==> src/rtl/imutc_pkg.sv <==
// Shared types, constants and the arctangent table for the tilt and motion block.
// No dependencies.
package imutc_pkg;

   localparam int WindowLenDefault = 5;
   localparam int CordicStepsDefault = 16;
   localparam int AtanTabLen = 24;
   localparam int CsrIdxWidth = 3;
   localparam int CsrDataWidth = 24;

   // Register indexes.
   localparam logic [CsrIdxWidth-1:0] CSR_BLEND = 3'd0;
   localparam logic [CsrIdxWidth-1:0] CSR_WARMUP = 3'd1;
   localparam logic [CsrIdxWidth-1:0] CSR_STILL = 3'd2;
   localparam logic [CsrIdxWidth-1:0] CSR_TURN = 3'd3;
   localparam logic [CsrIdxWidth-1:0] CSR_SPIN = 3'd4;
   localparam logic [CsrIdxWidth-1:0] CSR_ACCEL = 3'd5;

   // Motion codes.
   localparam logic [2:0] MOTION_HALT = 3'd0;
   localparam logic [2:0] MOTION_ACCEL = 3'd1;
   localparam logic [2:0] MOTION_DECEL = 3'd2;
   localparam logic [2:0] MOTION_CONST = 3'd3;
   localparam logic [2:0] MOTION_LEFT = 3'd4;
   localparam logic [2:0] MOTION_RIGHT = 3'd5;
   localparam logic [2:0] MOTION_AROUND = 3'd6;

   localparam logic [31:0] INV_GAIN_Q30 = 32'd652032874;
   localparam logic [31:0] GYRO_DIV = 32'd131000000;

   typedef struct packed {
      logic signed [15:0] accel_x;
      logic signed [15:0] accel_y;
      logic signed [15:0] accel_z;
      logic signed [15:0] gyro_x;
      logic signed [15:0] gyro_y;
      logic signed [15:0] gyro_z;
      logic [19:0]        delta_time;
   } req_word_type;

   typedef struct packed {
      logic signed [31:0] roll_angle;
      logic signed [31:0] pitch_angle;
      logic signed [31:0] yaw_angle;
      logic [2:0]         motion_code;
   } rsp_word_type;

   typedef enum logic [3:0] {
      ST_IDLE, ST_PREP, ST_MAG, ST_SCALE, ST_ANG, ST_GYRO, ST_BLEND, ST_NEXT, ST_DONE
   } state_type;

   // Controller to datapath.
   typedef struct packed {
      logic load;      // capture input word, update warm-up and windows
      logic prep;      // seed first vectoring run for current axis
      logic mag_step;  // one vectoring step of magnitude run
      logic scale;     // multiply by inverse gain
      logic ang_step;  // one vectoring step of angle run
      logic gyro;      // one partial product of the gyro increment
      logic blend;     // blend and store current axis; yaw takes the gyro increment alone
      logic next_axis; // advance axis counter
      logic finish;    // update motion code and produce the word
   } cmd_type;

   typedef struct packed {
      logic step_last;
      logic div_last;
      logic axis_last;
   } sts_type;

   function automatic logic signed [31:0] atan_q16(input logic [4:0] i);
      case (i)
         5'd0: atan_q16 = 32'sd2949120;
         5'd1: atan_q16 = 32'sd1740967;
         5'd2: atan_q16 = 32'sd919879;
         5'd3: atan_q16 = 32'sd466945;
         5'd4: atan_q16 = 32'sd234379;
         5'd5: atan_q16 = 32'sd117304;
         5'd6: atan_q16 = 32'sd58666;
         5'd7: atan_q16 = 32'sd29335;
         5'd8: atan_q16 = 32'sd14668;
         5'd9: atan_q16 = 32'sd7334;
         5'd10: atan_q16 = 32'sd3667;
         5'd11: atan_q16 = 32'sd1833;
         5'd12: atan_q16 = 32'sd917;
         5'd13: atan_q16 = 32'sd458;
         5'd14: atan_q16 = 32'sd229;
         5'd15: atan_q16 = 32'sd115;
         5'd16: atan_q16 = 32'sd57;
         5'd17: atan_q16 = 32'sd29;
         5'd18: atan_q16 = 32'sd14;
         5'd19: atan_q16 = 32'sd7;
         5'd20: atan_q16 = 32'sd4;
         5'd21: atan_q16 = 32'sd2;
         5'd22: atan_q16 = 32'sd1;
         default: atan_q16 = 32'sd0;
      endcase
   endfunction

endpackage

==> src/rtl/imutc_ctrl.sv <==
// Sequencer for the tilt and motion block.
// Depends on imutc_pkg.
module imutc_ctrl
   import imutc_pkg::*;
(
   input  logic    clock,
   input  logic    reset,
   input  logic    req_valid,
   input  logic    rsp_stall,
   input  logic    rsp_valid,
   input  sts_type sts,
   output logic    req_stall,
   output cmd_type cmd
);

   state_type state_ff, state_in;

   always_ff @(posedge clock) begin
      if (reset) begin
         state_ff <= ST_IDLE;
      end else begin
         state_ff <= state_in;
      end
   end

   always_comb begin
      state_in = state_ff;
      cmd = '0;
      // A new word may enter while the previous result still waits.
      req_stall = (state_ff != ST_IDLE);
      case (state_ff)
         ST_IDLE: begin
            if (req_valid) begin
               cmd.load = 1'b1;
               state_in = ST_PREP;
            end
         end
         ST_PREP: begin
            cmd.prep = 1'b1;
            state_in = ST_MAG;
         end
         ST_MAG: begin
            cmd.mag_step = 1'b1;
            if (sts.step_last) state_in = ST_SCALE;
         end
         ST_SCALE: begin
            cmd.scale = 1'b1;
            state_in = ST_ANG;
         end
         ST_ANG: begin
            cmd.ang_step = 1'b1;
            if (sts.step_last) state_in = ST_GYRO;
         end
         ST_GYRO: begin
            cmd.gyro = 1'b1;
            if (sts.div_last) state_in = ST_BLEND;
         end
         ST_BLEND: begin
            cmd.blend = 1'b1;
            state_in = ST_NEXT;
         end
         ST_NEXT: begin
            if (sts.axis_last) begin
               state_in = ST_DONE;
            end else begin
               cmd.next_axis = 1'b1;
               state_in = ST_PREP;
            end
         end
         ST_DONE: begin
            if (!rsp_valid || !rsp_stall) begin
               cmd.finish = 1'b1;
               state_in = ST_IDLE;
            end
         end
         default: state_in = ST_IDLE;
      endcase
   end

endmodule

==> config.mk <==
export PLATFORM = sky130hd
export DESIGN_NAME = imutc_ctrl
export DESIGN_NICKNAME = d
export VERILOG_FILES = /design/src/rtl/imutc_pkg.sv /design/src/rtl/imutc_ctrl.sv
export SDC_FILE = /design/constraint.sdc
export NUM_CORES = 1
export LEC_CHECK = 0
export BUFFER_PORTS_ARGS = -buffer_cell sky130_fd_sc_hd__buf_2
export CAP_MARGIN = 0
export CORE_AREA = 2 2 39 41
export DETAILED_ROUTE_END_ITERATION = 16
export DIE_AREA = 0 0 41 43
export SLEW_MARGIN = 20
export SYNTH_ARGS = -nofsm -noshare
export SYNTH_HDL_FRONTEND = slang
export SYNTH_SLANG_ARGS = --single-unit
==> constraint.sdc <==
create_clock -name clock -period 1.8 [get_ports clock]
set_clock_uncertainty 0.1 [all_clocks]
set_input_delay 0.18 -clock clock [delete_from_list [all_inputs] [get_ports clock]]
set_output_delay 0.18 -clock clock [all_outputs]
set_load 0.01 [all_outputs]
Word-level counts from Yosys, hierarchy flattened
Index checks and enable logic that the tools add are counted.
{ "classes": {"eq_ne": 13, "n_mux": 19, "n_reduce_logical": 6} }
{ "op_table": {"columns": ["cell", "count"], "rows": [
  ["$pmux 4 s9", 1],
  ["$mux 4", 6],
  ["$eq 4x3->1 const B", 4],
  ["$mux 1", 12],
  ["$ne 2x2->1 const B", 5],
  ["$eq 4x2->1 const B", 2],
  ["$reduce_and 5->1", 1],
  ["$eq 4x1->1 const B", 1],
  ["$eq 4x4->1 const B", 1],
  ["$logic_not 4->1", 1],
  ["$reduce_bool 4->1", 1],
  ["$logic_not 1->1", 2],
  ["$logic_or 1x1->1", 1]
]} }
{ "word_totals": {"regBits": 4, "in_bits": 8, "out_inout_bits": 10, "wordCells": 39} }

Logic depth before layout (Yosys ltp)
{ "logic_depth": {"depth_word": 4, "mapped_depth": 4, "mapped_depth_nobuf": 3} }

Worst setup path before layout
OpenSTA, ideal clock, no wires.
{ "synth_path": {"kind": "register to register", "startpoint": "reg state_ff[1]", "endpoint": "reg state_ff[0]", "setup_time_ps": 69, "arrival_time_ps": 1098, "t_required_ps": 1631, "path_slack_ps": 534, "stages_incl_launch_ff": 4, "path_buffers": 0, "synth_period_minus_slack_ps": 1266, "cell_sequence": "dfxtp_1 -> mux2_1 -> or4_1 -> o21ai_1"} }
{ "synth_via": {"elab_chain_len": 3, "word_cells_on_any_way": 16, "cone_classes": "eq/ne: 13; mux: 1; reduce/logical: 2"} }
{ "synth_lines": {"columns": ["item", "line_no", "rtl"], "rows": [
  ["start, declared", "imutc_ctrl.sv:16", "state_type state_ff, state_in;"],
  ["start signal, assigned", "imutc_ctrl.sv:22", "state_ff <= state_in;"],
  ["$eq 4x4->1 (tied with other cells)", "imutc_ctrl.sv:31", "case (state_ff)"],
  ["$ne 2x2->1 (no source line)", null, null],
  ["$reduce_and 5->1 (no source line)", null, null]
]} }
Several ways; a longest one is shown, not always the timed one.
A chain may end at the register's enable or synchronous reset.

==> impl_metrics.ini <==
[run_status]
status = complete, no violations

[clock_network]
postCtsSetupRepairBufs = 0
cts.path.max_buffers = 2
htree_levels = 1
clkLatencyLatePin_ps = 240
cts_hold_buffers = 0
cts_resized = 0
cts_tree = built
cts_made_buffers = 3
clk_pin_slew_ps = 50
cts.sinks = 4
cts-root-buf = clkbuf_4

[final_layout]
n_antenna_cell = 0
fillCellCount = 161
top_register = state_ff
reg_top3 = state_ff (4)
drive_gt1_frac = 0.344
final_nets = 71
ff_latch_area_um2 = 80.1
fin_area_um2 = 423
multi_input_area_um2 = 204
largest_reg_flops = 4
area_growth_syn_to_layout_pct = 34.7

[grt]
top_usage_layer = met2
antenna_found_initial = 0
grtUsageMet1 = 0.141
grtUsageTotal = 0.113
grt_start_max_net_pins = 11
grt_pass1_wl_mm = 1.30
use_met3 = 0.0366
first_global_vias = 313
use_met2 = 0.147
overflow = 0

[power]
leakage_nw = 0.207
power_density_nw_per_um2 = 714
vdd_drop_max_mv = 0.213
swShare = 0.313
power_uw = 302
internal-power_uw = 207
p_clk_frac = 0.388
p_comb_frac = 0.258
p_switching_uw = 94.5
power.share.sequential = 0.354

[drt]
ant_nets = 0
routed_wl_um = 836
drt_iter0_markers = 6
dr.pass1.iters = 4
via_count = 371
wl_per_cell_um = 10.9
viasPerCell = 4.82
drc = 0

[place]
port_buffers = 17
dp_hpwl_um = 608
placed_area_um2 = 400
gp_congestion = 0.761

[critical_path]
path_class = reg2out
critPathLaunchType = register
end_kind = primary output
regToRegSetupSlack_ps = 370
cp_max_fo = 10
crit_buf_inv = 1
crit_family = simple AND/OR/NAND/NOR gates
cp-startpoint = state_ff[3]$_SDFFE_PP0P_
crit_end = cmd[1]
crit_cells = 3
critPathRequiredTime_ps = 1520
cp.arrival_ps = 1230
cp_slowest_cell = dfxtp_1
slowest_delay_ps = 400
reg2reg_depth = 3
r2r_start = state_ff[1]$_SDFFE_PP0P_
r2r_end = state_ff[0]$_SDFFE_PP0P_
worstPathCellList = nand2b_1, nor3_1, buf_2

[synth]
synth_area_leader_cell = dfxtp_1
yosysMostFrequentCell = nor3_1
synth_edf_count = 0
synth_seq_area_share = 0.255
synth_cells = 44
yosys.area_share.adder = 0
synth_area_leaders = dfxtp_1 (25%), nand2b_1 (10%), nor3_1 (9.6%)
synth_nets = 52
synthXorXnorAreaFrac = 0.0279
ys_seq_elements = 4
syn-mean-instance-area_um2 = 7.14
async_reset_ff_frac = 0
yosys.area.top_type_share = 0.255
synthMuxAreaShare = 0.0359
ys_top_cells_by_count = nor3_1 (6), nand2b_1 (5), nor2_1 (5), dfxtp_1 (4), nand2_1 (4)
synthSimpleGateAreaFrac = 0.470
synthFlopType = dfxtp_1
synth-compound-area-share = 0.116
synth_top_family_by_area = simple AND/OR/NAND/NOR gates
synth_cell_types = 20
yosysWarnings = 0
netlist_area_um2 = 314

[worst_hold_path]
min_path_type = in2reg
hold-path-cell-count = 2

[sta]
final_max_slew_viol_count = 0
finalHoldViolations = 0
fin_setup_tns_ps = 0
setup_violations = 0
worst_pin_slew_ps = 335
period_needed_ps = 1510
post-route-period-util = 0.837
rsz0062_at_grt = no
max_slew_margin = 0.776
fmax_mhz = 664

[floorplan]
dieArea_um2 = 1760
rows = 14
coreArea_um2 = 1380
die_w_um = 41
initial_core_util = 0.227
fp.dieH_um = 43
io-pin-count = 18

[flow_run]
cap_viol_max_count = 0
==> kinds of logic (layout without fill, tap and decap cells) <==
kind of cell / after synthesis / count (layout)
buffers and inverters: 5 / 22
AND/OR/NAND/NOR: 28 / 28
flip-flops: 4 / 4
XOR/XNOR: 1 / 1
multiplexers: 1 / 1
AO/OA/AOI/OAI: 5 / 5
==> layout make-up <==
type	count	area share
inverter	1	0.00888
tap	16	0.0473
sequential	4	0.189
clock buffer	3	0.0533
timing repair buffer	18	0.219
multi-input combinational	35	0.482
==> power by group through the flow <==
stage | sequential [mW] | combinational [mW] | clock, mW
2_1_floorplan | 0.0988 | 0.0561 | 0
3_3_place_gp | 0.107 | 0.0774 | 0
3_5_place_dp | 0.108 | 0.0777 | 0
4_1_cts | 0.106 | 0.0785 | 0.122
5_1_grt | 0.108 | 0.0872 | 0.126
6_report | 0.107 | 0.0778 | 0.117
==> worst register-to-register path: stages (launching register included) <==
cell and delay [ps]:
dfxtp_1 410, mux2_1 350, or4_1 400, o21ai_1 90
==> placed cells by master, fill, tap and decap left out, drive strengths merged <==
master  Yosys  routed
nand3b      1       1
mux2        1       1
or3         1       1
a2111o      1       1
nor2b       2       2
buf         4      18
clkbuf      0       3
nand2       4       4
and3        2       2
a21oi       1       1
nor2        5       5
dfxtp       4       4
xor2        1       1
or4         1       1
nand2b      5       5
o21ai       1       1
a211oi      2       2
nor3        6       6
inv         1       1
nand4       1       1
==> worst min path at each step <==
stage           from                  endpoint  slack [ps]
2_1_floorplan  reset  state_ff[3]$_SDFFE_PP0P_         150
3_3_place_gp   reset  state_ff[3]$_SDFFE_PP0P_         310
3_5_place_dp   reset  state_ff[3]$_SDFFE_PP0P_         320
4_1_cts        reset  state_ff[2]$_SDFFE_PP0P_          60
5_1_grt        reset  state_ff[2]$_SDFFE_PP0P_          70
6_report       reset  state_ff[2]$_SDFFE_PP0P_          70
==> per-layer routing <==
layer / share of wire / up-vias
met3: 0.071 / 3
met1: 0.44 / 166
li1: - / 187
met2: 0.47 / 15
met4: 0.0096 / 0
met5: 0 / -
==> stage by stage <==
step | setup WS [ps] | hold slack, ps | util | cells
detailed placement | 406 | 317 | 0.289 | 74
global route | 224 | 72.3 | 0.306 | 77
global placement | 451 | 311 | 0.289 | 74
CTS | 285 | 62.9 | 0.306 | 77
finish | 294 | 74.1 | 0.306 | 77
floorplan | 534 | 149 | - | 44
(Power assumes the default switching activity.)
